<file path="src/hdl/a85_pkg.sv">
// Shared types, character codes and helpers for the ascii85 stream decoder.
// No dependencies; imported by the front, queue, back and top modules.
package a85_pkg;

  localparam int unsigned QueueDepth = 4;

  localparam logic [7:0] CharNul   = 8'h00;
  localparam logic [7:0] CharTab   = 8'h09;
  localparam logic [7:0] CharLf    = 8'h0a;
  localparam logic [7:0] CharFf    = 8'h0c;
  localparam logic [7:0] CharCr    = 8'h0d;
  localparam logic [7:0] CharSpace = 8'h20;
  localparam logic [7:0] CharBang  = 8'h21;
  localparam logic [7:0] CharPct   = 8'h25;
  localparam logic [7:0] CharU     = 8'h75;
  localparam logic [7:0] CharZ     = 8'h7a;
  localparam logic [7:0] CharTilde = 8'h7e;

  localparam logic [2:0] GroupDigits = 3'd5;
  localparam logic [2:0] GroupBytes  = 3'd4;

  // One unit of work for the back end: nbytes bytes from value (after padding
  // with pad 'u' digits), or a single flag-only result when nbytes is zero.
  typedef struct packed {
    logic [31:0] value;
    logic [1:0]  pad;
    logic [2:0]  nbytes;
    logic        term;
    logic        err;
  } a85_cmd_t;

  // 85^pad; padding with pad 'u' digits maps g to (g + 1) * 85^pad - 1.
  function automatic logic [19:0] pad_scale(input logic [1:0] pad);
    logic [19:0] s;
    case (pad)
      2'd1:    s = 20'd85;
      2'd2:    s = 20'd7225;
      2'd3:    s = 20'd614125;
      default: s = 20'd1;
    endcase
    return s;
  endfunction

  // g * 85 modulo 2^32 as shifts and adds.
  function automatic logic [31:0] times85(input logic [31:0] g);
    logic [31:0] r;
    r = (g << 6) + (g << 4) + (g << 2) + g;
    return r;
  endfunction

  // Command that closes a stream holding dc pending digits in g.
  function automatic a85_cmd_t finish_cmd(input logic [31:0] g, input logic [2:0] dc);
    a85_cmd_t c;
    c = '0;
    c.term = 1'b1;
    if (dc == 3'd1) begin
      c.err = 1'b1;
    end else if (dc > 3'd1) begin
      c.value  = g;
      c.pad    = 2'(GroupDigits - dc);
      c.nbytes = dc - 3'd1;
    end
    return c;
  endfunction

endpackage

</file>
<file path="src/hdl/ascii85_stream_decoder_top.sv">
// Ascii85 stream decoder: one character in per beat, decoded bytes out.
// Channels: char (char_byte, end_of_data) in, byte (data_byte, is_data,
// stream_end, error_flag) out, both valid/ready.
// Whitespace and '%' comments are dropped; five digits give four bytes, a
// 'z' gives four zero bytes, '~' or end_of_data closes the stream and pads
// any partial group. A stream that ends with nothing to flush gives one
// beat with is_data low and stream_end high; an illegal character or a lone
// tail digit gives one beat with error_flag and stream_end high.
// Path: a character's first result passes the queue, the pad multiply register
// and the serializer register after the character's accept.
// Throughput: one character per cycle while results keep pace; the output
// moves one result beat per cycle while byte_ready is high, so a group or
// 'z' fills four beats and the command queue (QUEUE_DEPTH entries) absorbs it.
// Stalls: when byte_ready is low the serializer holds its beat, the queue
// fills, and char_ready drops once it is full.
// Reset: synchronous, clears group state, the queue and both back stages.
// Depends on a85_pkg, a85_front, a85_queue, a85_back.
module ascii85_stream_decoder_top import a85_pkg::*; #(
  parameter int unsigned QUEUE_DEPTH = QueueDepth
) (
  input  logic       clk,
  input  logic       rst,
  input  logic       char_valid,
  output logic       char_ready,
  input  logic [7:0] char_byte,
  input  logic       end_of_data,
  output logic       byte_valid,
  input  logic       byte_ready,
  output logic [7:0] data_byte,
  output logic       is_data,
  output logic       stream_end,
  output logic       error_flag
);

  logic     push, queue_full, pop, queue_empty;
  a85_cmd_t push_cmd, pop_cmd;

  a85_front u_front (
    .clk         (clk),
    .rst         (rst),
    .char_valid  (char_valid),
    .char_ready  (char_ready),
    .char_byte   (char_byte),
    .end_of_data (end_of_data),
    .queue_full  (queue_full),
    .push        (push),
    .cmd         (push_cmd)
  );

  a85_queue #(
    .DEPTH (QUEUE_DEPTH)
  ) u_queue (
    .clk      (clk),
    .rst      (rst),
    .push     (push),
    .push_cmd (push_cmd),
    .full     (queue_full),
    .pop      (pop),
    .pop_cmd  (pop_cmd),
    .empty    (queue_empty)
  );

  a85_back u_back (
    .clk         (clk),
    .rst         (rst),
    .queue_empty (queue_empty),
    .pop         (pop),
    .cmd         (pop_cmd),
    .byte_valid  (byte_valid),
    .byte_ready  (byte_ready),
    .data_byte   (data_byte),
    .is_data     (is_data),
    .stream_end  (stream_end),
    .error_flag  (error_flag)
  );

endmodule

</file>
<file path="src/hdl/a85_front.sv">
// Front end: accepts characters, tracks group and comment state, and issues
// one command per character that yields results. Depends on a85_pkg.
module a85_front import a85_pkg::*; (
  input  logic       clk,
  input  logic       rst,
  input  logic       char_valid,
  output logic       char_ready,
  input  logic [7:0] char_byte,
  input  logic       end_of_data,
  input  logic       queue_full,
  output logic       push,
  output a85_cmd_t   cmd
);

  logic [31:0] group_value, group_value_next;
  logic [2:0]  digit_count, digit_count_next;
  logic        in_comment, in_comment_next;

  logic        accept;
  logic        is_space, is_digit, is_eol;
  logic [31:0] digit_group;
  logic [2:0]  digit_inc;
  logic        emit;

  assign char_ready = !queue_full;
  assign accept     = char_valid && char_ready;
  assign push       = accept && emit;

  assign is_eol   = (char_byte == CharCr) || (char_byte == CharLf);
  assign is_space = (char_byte == CharNul) || (char_byte == CharTab) || is_eol ||
                    (char_byte == CharFf) || (char_byte == CharSpace);
  assign is_digit = (char_byte >= CharBang) && (char_byte <= CharU);

  assign digit_group = times85(group_value) + {24'b0, char_byte - CharBang};
  assign digit_inc   = digit_count + 3'd1;

  always_comb begin
    emit             = 1'b0;
    cmd              = '0;
    group_value_next = group_value;
    digit_count_next = digit_count;
    in_comment_next  = in_comment;
    if (char_byte == CharTilde) begin
      emit             = 1'b1;
      cmd              = finish_cmd(group_value, digit_count);
      group_value_next = '0;
      digit_count_next = '0;
      in_comment_next  = 1'b0;
    end else if (in_comment || is_space || char_byte == CharPct) begin
      if (in_comment && is_eol) begin
        in_comment_next = 1'b0;
      end else if (!in_comment && char_byte == CharPct) begin
        in_comment_next = 1'b1;
      end
      if (end_of_data) begin
        emit             = 1'b1;
        cmd              = finish_cmd(group_value, digit_count);
        group_value_next = '0;
        digit_count_next = '0;
        in_comment_next  = 1'b0;
      end
    end else if (char_byte == CharZ && digit_count == 3'd0) begin
      emit       = 1'b1;
      cmd.nbytes = GroupBytes;
      cmd.term   = end_of_data;
    end else if (!is_digit) begin
      emit             = 1'b1;
      cmd.term         = 1'b1;
      cmd.err          = 1'b1;
      group_value_next = '0;
      digit_count_next = '0;
    end else if (digit_inc == GroupDigits) begin
      emit             = 1'b1;
      cmd.value        = digit_group;
      cmd.nbytes       = GroupBytes;
      cmd.term         = end_of_data;
      group_value_next = '0;
      digit_count_next = '0;
    end else if (end_of_data) begin
      emit             = 1'b1;
      cmd              = finish_cmd(digit_group, digit_inc);
      group_value_next = '0;
      digit_count_next = '0;
    end else begin
      group_value_next = digit_group;
      digit_count_next = digit_inc;
    end
  end

  always_ff @(posedge clk) begin
    if (rst) begin
      group_value <= '0;
      digit_count <= '0;
      in_comment  <= 1'b0;
    end else if (accept) begin
      group_value <= group_value_next;
      digit_count <= digit_count_next;
      in_comment  <= in_comment_next;
    end
  end

endmodule

</file>
<file path="src/hdl/a85_queue.sv">
// Command queue between the front and back ends: a small register FIFO.
// Depends on a85_pkg for the command type.
module a85_queue import a85_pkg::*; #(
  parameter int unsigned DEPTH = QueueDepth
) (
  input  logic     clk,
  input  logic     rst,
  input  logic     push,
  input  a85_cmd_t push_cmd,
  output logic     full,
  input  logic     pop,
  output a85_cmd_t pop_cmd,
  output logic     empty
);

  localparam int unsigned PtrW = (DEPTH > 1) ? $clog2(DEPTH) : 1;
  localparam int unsigned CntW = $clog2(DEPTH + 1);
  localparam logic [PtrW-1:0] LastPtr = PtrW'(DEPTH - 1);
  localparam logic [CntW-1:0] FullCnt = CntW'(DEPTH);

  a85_cmd_t        entries [DEPTH];
  logic [PtrW-1:0] wr_ptr, rd_ptr;
  logic [CntW-1:0] count;

  assign full    = (count == FullCnt);
  assign empty   = (count == '0);
  assign pop_cmd = entries[rd_ptr];

  always_ff @(posedge clk) begin
    if (push) begin
      entries[wr_ptr] <= push_cmd;
    end
  end

  always_ff @(posedge clk) begin
    if (rst) begin
      wr_ptr <= '0;
      rd_ptr <= '0;
      count  <= '0;
    end else begin
      if (push) begin
        wr_ptr <= (wr_ptr == LastPtr) ? '0 : wr_ptr + PtrW'(1);
      end
      if (pop) begin
        rd_ptr <= (rd_ptr == LastPtr) ? '0 : rd_ptr + PtrW'(1);
      end
      if (push && !pop) begin
        count <= count + CntW'(1);
      end else if (pop && !push) begin
        count <= count - CntW'(1);
      end
    end
  end

endmodule

</file>
<file path="src/hdl/a85_back.sv">
// Back end: pads tail groups with one constant multiply, then serializes
// each command into result beats. Depends on a85_pkg.
module a85_back import a85_pkg::*; (
  input  logic       clk,
  input  logic       rst,
  input  logic       queue_empty,
  output logic       pop,
  input  a85_cmd_t   cmd,
  output logic       byte_valid,
  input  logic       byte_ready,
  output logic [7:0] data_byte,
  output logic       is_data,
  output logic       stream_end,
  output logic       error_flag
);

  // pad stage
  logic        m_valid;
  logic [31:0] m_value;
  logic [2:0]  m_nbytes;
  logic        m_term, m_err;

  // serializer stage
  logic        s_valid;
  logic [31:0] s_value;
  logic [2:0]  s_left;
  logic        s_isd, s_term, s_err;

  logic        s_last, s_free, s_load, m_free;
  logic [31:0] inc_value, padded;
  logic [51:0] product;

  assign inc_value = cmd.value + 32'd1;
  assign product   = {20'b0, inc_value} * {32'b0, pad_scale(cmd.pad)};
  assign padded    = product[31:0] - 32'd1;

  assign s_last = (s_left == 3'd1);
  assign s_free = !s_valid || (byte_ready && s_last);
  assign s_load = m_valid && s_free;
  assign m_free = !m_valid || s_load;
  assign pop    = !queue_empty && m_free;

  always_ff @(posedge clk) begin
    if (pop) begin
      m_value  <= (cmd.pad != 2'd0) ? padded : cmd.value;
      m_nbytes <= cmd.nbytes;
      m_term   <= cmd.term;
      m_err    <= cmd.err;
    end
  end

  always_ff @(posedge clk) begin
    if (rst) begin
      m_valid <= 1'b0;
    end else if (m_free) begin
      m_valid <= pop;
    end
  end

  always_ff @(posedge clk) begin
    if (s_load) begin
      s_value <= m_value;
      s_left  <= (m_nbytes == 3'd0) ? 3'd1 : m_nbytes;
      s_isd   <= (m_nbytes != 3'd0);
      s_term  <= m_term;
      s_err   <= m_err;
    end else if (s_valid && byte_ready && !s_last) begin
      // advance to the next byte of the group
      s_value <= s_value << 8;
      s_left  <= s_left - 3'd1;
    end
  end

  always_ff @(posedge clk) begin
    if (rst) begin
      s_valid <= 1'b0;
    end else if (s_free) begin
      s_valid <= s_load;
    end
  end

  assign byte_valid = s_valid;
  assign data_byte  = s_isd ? s_value[31:24] : 8'd0;
  assign is_data    = s_isd;
  assign stream_end = s_term && s_last;
  assign error_flag = s_err;

endmodule

</file>
<file path="config.mk">
export PLATFORM = sky130hd
export DESIGN_NAME = ascii85_stream_decoder_top
export DESIGN_NICKNAME = d
export VERILOG_FILES = /design/src/hdl/a85_pkg.sv /design/src/hdl/ascii85_stream_decoder_top.sv /design/src/hdl/a85_front.sv /design/src/hdl/a85_queue.sv /design/src/hdl/a85_back.sv
export SDC_FILE = /design/constraint.sdc
export NUM_CORES = 1
export LEC_CHECK = 0
export BUFFER_PORTS_ARGS = -buffer_cell sky130_fd_sc_hd__buf_4
export CORE_MARGIN = 2
export CORE_UTILIZATION = 52
export CTS_BUF_LIST = sky130_fd_sc_hd__clkbuf_8
export DETAILED_ROUTE_END_ITERATION = 8
export PLACE_DENSITY = 0.68
export SLEW_MARGIN = 20
export SYNTH_ARGS = -nofsm -noshare
export SYNTH_HDL_FRONTEND = slang
export SYNTH_SLANG_ARGS = --single-unit
</file>
<file path="constraint.sdc">
create_clock -name clk -period 26.9 [get_ports clk]
set_input_delay 4.035 -clock clk [delete_from_list [all_inputs] [get_ports clk]]
set_output_delay 4.035 -clock clk [all_outputs]
set_load 0.005 [all_outputs]
</file>
==> impl_metrics.env <==
export IMPL_cts_tree="yes"
export IMPL_cts_root_buf="clkbuf_8"
export IMPL_synth_mux_area_share_pct=4.71
export IMPL_wire_per_inst_um=19.8
export IMPL_cts_reportedPaths_clkPinSlew_ns=0.07
export IMPL_grt_start_max_net_pins=57
export IMPL_synth_compound_area_share_pct=7.36
export IMPL_critPathCaptureType="register"
export IMPL_grt_pass1_wl_um=99100
export IMPL_netlist_instances=2332
export IMPL_num_antenna_cells=0
export IMPL_synthesis_area_um2=25700
export IMPL_via_per_inst=5.48
export IMPL_max_slew_worst_pin_slew_ns=1.04
export IMPL_cts_buffer_depth=3
export IMPL_critPathMaxStageDelay_ns=0.71
export IMPL_maxSlewViolCount=0
export IMPL_fp_dieW_um=226
export IMPL_cp_slowest_cell="clkinv_1"
export IMPL_synth_area_per_cell_um2=11.0
export IMPL_fp_row_count=81
export IMPL_crit_path_max_fanout=39
export IMPL_first_pass_iters=5
export IMPL_fin_cells=3068
export IMPL_place_gp_congestion=0.936
export IMPL_cap_violations=0
export IMPL_synth_seq_cells=274
export IMPL_synth_top_family_by_area="adder cells"
export IMPL_vias=16800
export IMPL_ys_warn_count=0
export IMPL_hp_class="reg2reg"
export IMPL_maxSlewHeadroom_pct=30.9
export IMPL_synth_fa_ha_area_share_pct=36.0
export IMPL_antenna_found_initial=0
export IMPL_nFillCells=4192
export IMPL_die_h_um=226
export IMPL_use_met3_pct=2.90
export IMPL_busiest_layer="met2"
export IMPL_drt_iter0_markers=1248
export IMPL_rsz0062_at_grt="false"
export IMPL_holdCritStartpoint="u_back.m_term"
export IMPL_ys_seq_area_share_pct=30.2
export IMPL_synthesis_nets=2897
export IMPL_final_net_count=2933
export IMPL_synth_edf_count=227
export IMPL_ctsResizeCount=0
export IMPL_fin_crit_ns=10.11
export IMPL_fin_tns_setup_ns=0
export IMPL_synth_simple_gate_area_share_pct=9.25
export IMPL_worstSkewPairLatency_ns=0.59
export IMPL_fin_skew_ns=0.0356
export IMPL_drt_antenna_violating_nets=0
export IMPL_hold_violations=0
export IMPL_layout_drive_gt1_share_pct=8.90
export IMPL_cts_setup_buffers=0
export IMPL_finalCritPeriodShare_pct=37.6
export IMPL_dp_hpwl_um=49000
export IMPL_arrival_ns=10.40
export IMPL_path_class="reg2reg"
export IMPL_cpMostUsedCell="fa_1"
export IMPL_cts_hold_buffers=0
export IMPL_async_flop_share_pct=0
export IMPL_multi_input_area_um2=16000
export IMPL_synthXorXnorAreaFrac_pct=4.82
export IMPL_start_util_pct=52.7
export IMPL_most_common_layout_cells="inv_1 (472), fa_1 (313), ha_1 (239)"
export IMPL_area_growth_pct=7.54
export IMPL_critPathRequiredTime_ns=27.19
export IMPL_routed_wirelength_um=60700
export IMPL_synth_distinct_cells=78
export IMPL_cts_buffers=44
export IMPL_mostFrequentLayoutCell="inv_1"
export IMPL_grtUsageTotal_pct=25.2
export IMPL_io_buffers=25
export IMPL_regArea_um2=7760
export IMPL_die_area_um2=51300
export IMPL_fp_coreArea_um2=48800
export IMPL_htreeDepth=2
export IMPL_synth_flop_cell="edfxtp_1"
export IMPL_drc=0
export IMPL_setup_viol_count_final=0
export IMPL_grtUsageMet1_pct=34.9
export IMPL_dp_cells=2986
export IMPL_cts_sinks=274
export IMPL_fmax_mhz=98.9
export IMPL_status="finished, final reports clean"
export IMPL_ioPinCount=26
export IMPL_grt_overflow=0
export IMPL_grt_pass1_vias=17800
export IMPL_cp_start_kind="register"
export IMPL_grt_use_met2_pct=42.0
## path summary, 6_finish.rpt
kind	slack (ns)	depth (start not counted)	end
worst max-delay path	16.79	32	u_back.m_value[27]
worst min-delay path	0.42	0	u_back.s_term
worst max register to register	16.79	32	u_back.m_value[27]
worst min register to register	0.42	0	u_back.s_term
## critical path, delay by kind of cell, from the launching register on
kind / cells / cell delay (ns)
xor gates and xnor gates: 1 / 0.18
and+or+nand+nor: 4 / 1.05
muxes: 1 / 0.42
AOI/OAI and AO/OA: 9 / 1.85
buffers and inverters: 8 / 2.12
DFF: 1 / 0.31
adders and majority gates: 9 / 3.86
## flip-flops by register name (all words and copies together) (netlist names), 2 cells and up, named ones only
name / cells
u_back.m_nbytes: 3
u_back.m_value: 32
u_back.s_left: 3
u_back.s_value: 32
u_front.digit_count: 3
u_front.group_value: 32
u_queue.count: 3
u_queue.entries: 152
u_queue.rd_ptr: 2
u_queue.wr_ptr: 2
## area by class of cell
type	instances	share of cell area, %
multi-input cells	1536	57.9
flip-flops and latches	274	28.0
inverters	463	6.28
well taps	664	3.00
clock buffers	48	2.39
repair buffers	49	1.33
clock inverters	34	1.05
## through the flow
step | hold WS (ns) | utilization [%] | worst slack (ns) | instance area, um^2
4_1_cts | 0.425 | 56.6 | 16.81 | 27700
6_report | 0.423 | 56.6 | 16.79 | 27700
3_5_place_dp | 0.412 | 54.7 | 16.85 | 26700
5_1_grt | 0.427 | 56.6 | 16.14 | 27700
2_1_floorplan | 0.400 | - | 17.83 | 25700
3_3_place_gp | 0.408 | 54.7 | 17.01 | 26700
## logic make-up (layout without fill, tap and decap cells)
logic type	after synthesis	after routing
xor+xnor	135	135
flops	274	274
compound gates	293	293
fa+ha+maj	552	552
buf+inv	522	594
simple gates	485	485
mux	71	71
## layer usage
layer / routed length [um] / up-vias / part of all wire, %
li1: - / 7755 / -
met1: 26300 / 8451 / 43
met2: 29500 / 492 / 49
met3: 3110 / 105 / 5.1
met4: 1760 / 0 / 2.9
met5: 0 / - / 0
## synth_stat cells, drive strengths merged, types with 4 or more instances
cell	n	share of area, %
a211oi	9	0.26
a21boi	8	0.23
a21o	27	0.79
a21oi	80	1.6
a22o	19	0.65
a22oi	22	0.64
a31o	6	0.20
a31oi	6	0.15
and2	46	1.1
and3	12	0.29
and4	8	0.29
buf	11	0.27
clkbuf	48	0.70
dfxtp	47	3.7
edfxtp	227	26
fa	313	24
ha	239	12
inv	461	6.7
mux2	28	1.2
mux2i	6	0.23
mux4	37	3.3
nand2	144	2.1
nand2b	13	0.32
nand3	22	0.48
nand3b	7	0.20
nand4	7	0.25
nand4b	5	0.17
nor2	152	2.2
nor2b	27	0.66
nor3	18	0.44
o211ai	4	0.12
o21a	8	0.23
o21ai	69	1.4
o21bai	11	0.32
o31ai	4	0.12
or3	12	0.29
xnor2	84	2.9
xor2	49	1.8
Power is not shown: default switching activity piles up to over one toggle a cycle in this logic, so the estimate is an artifact.
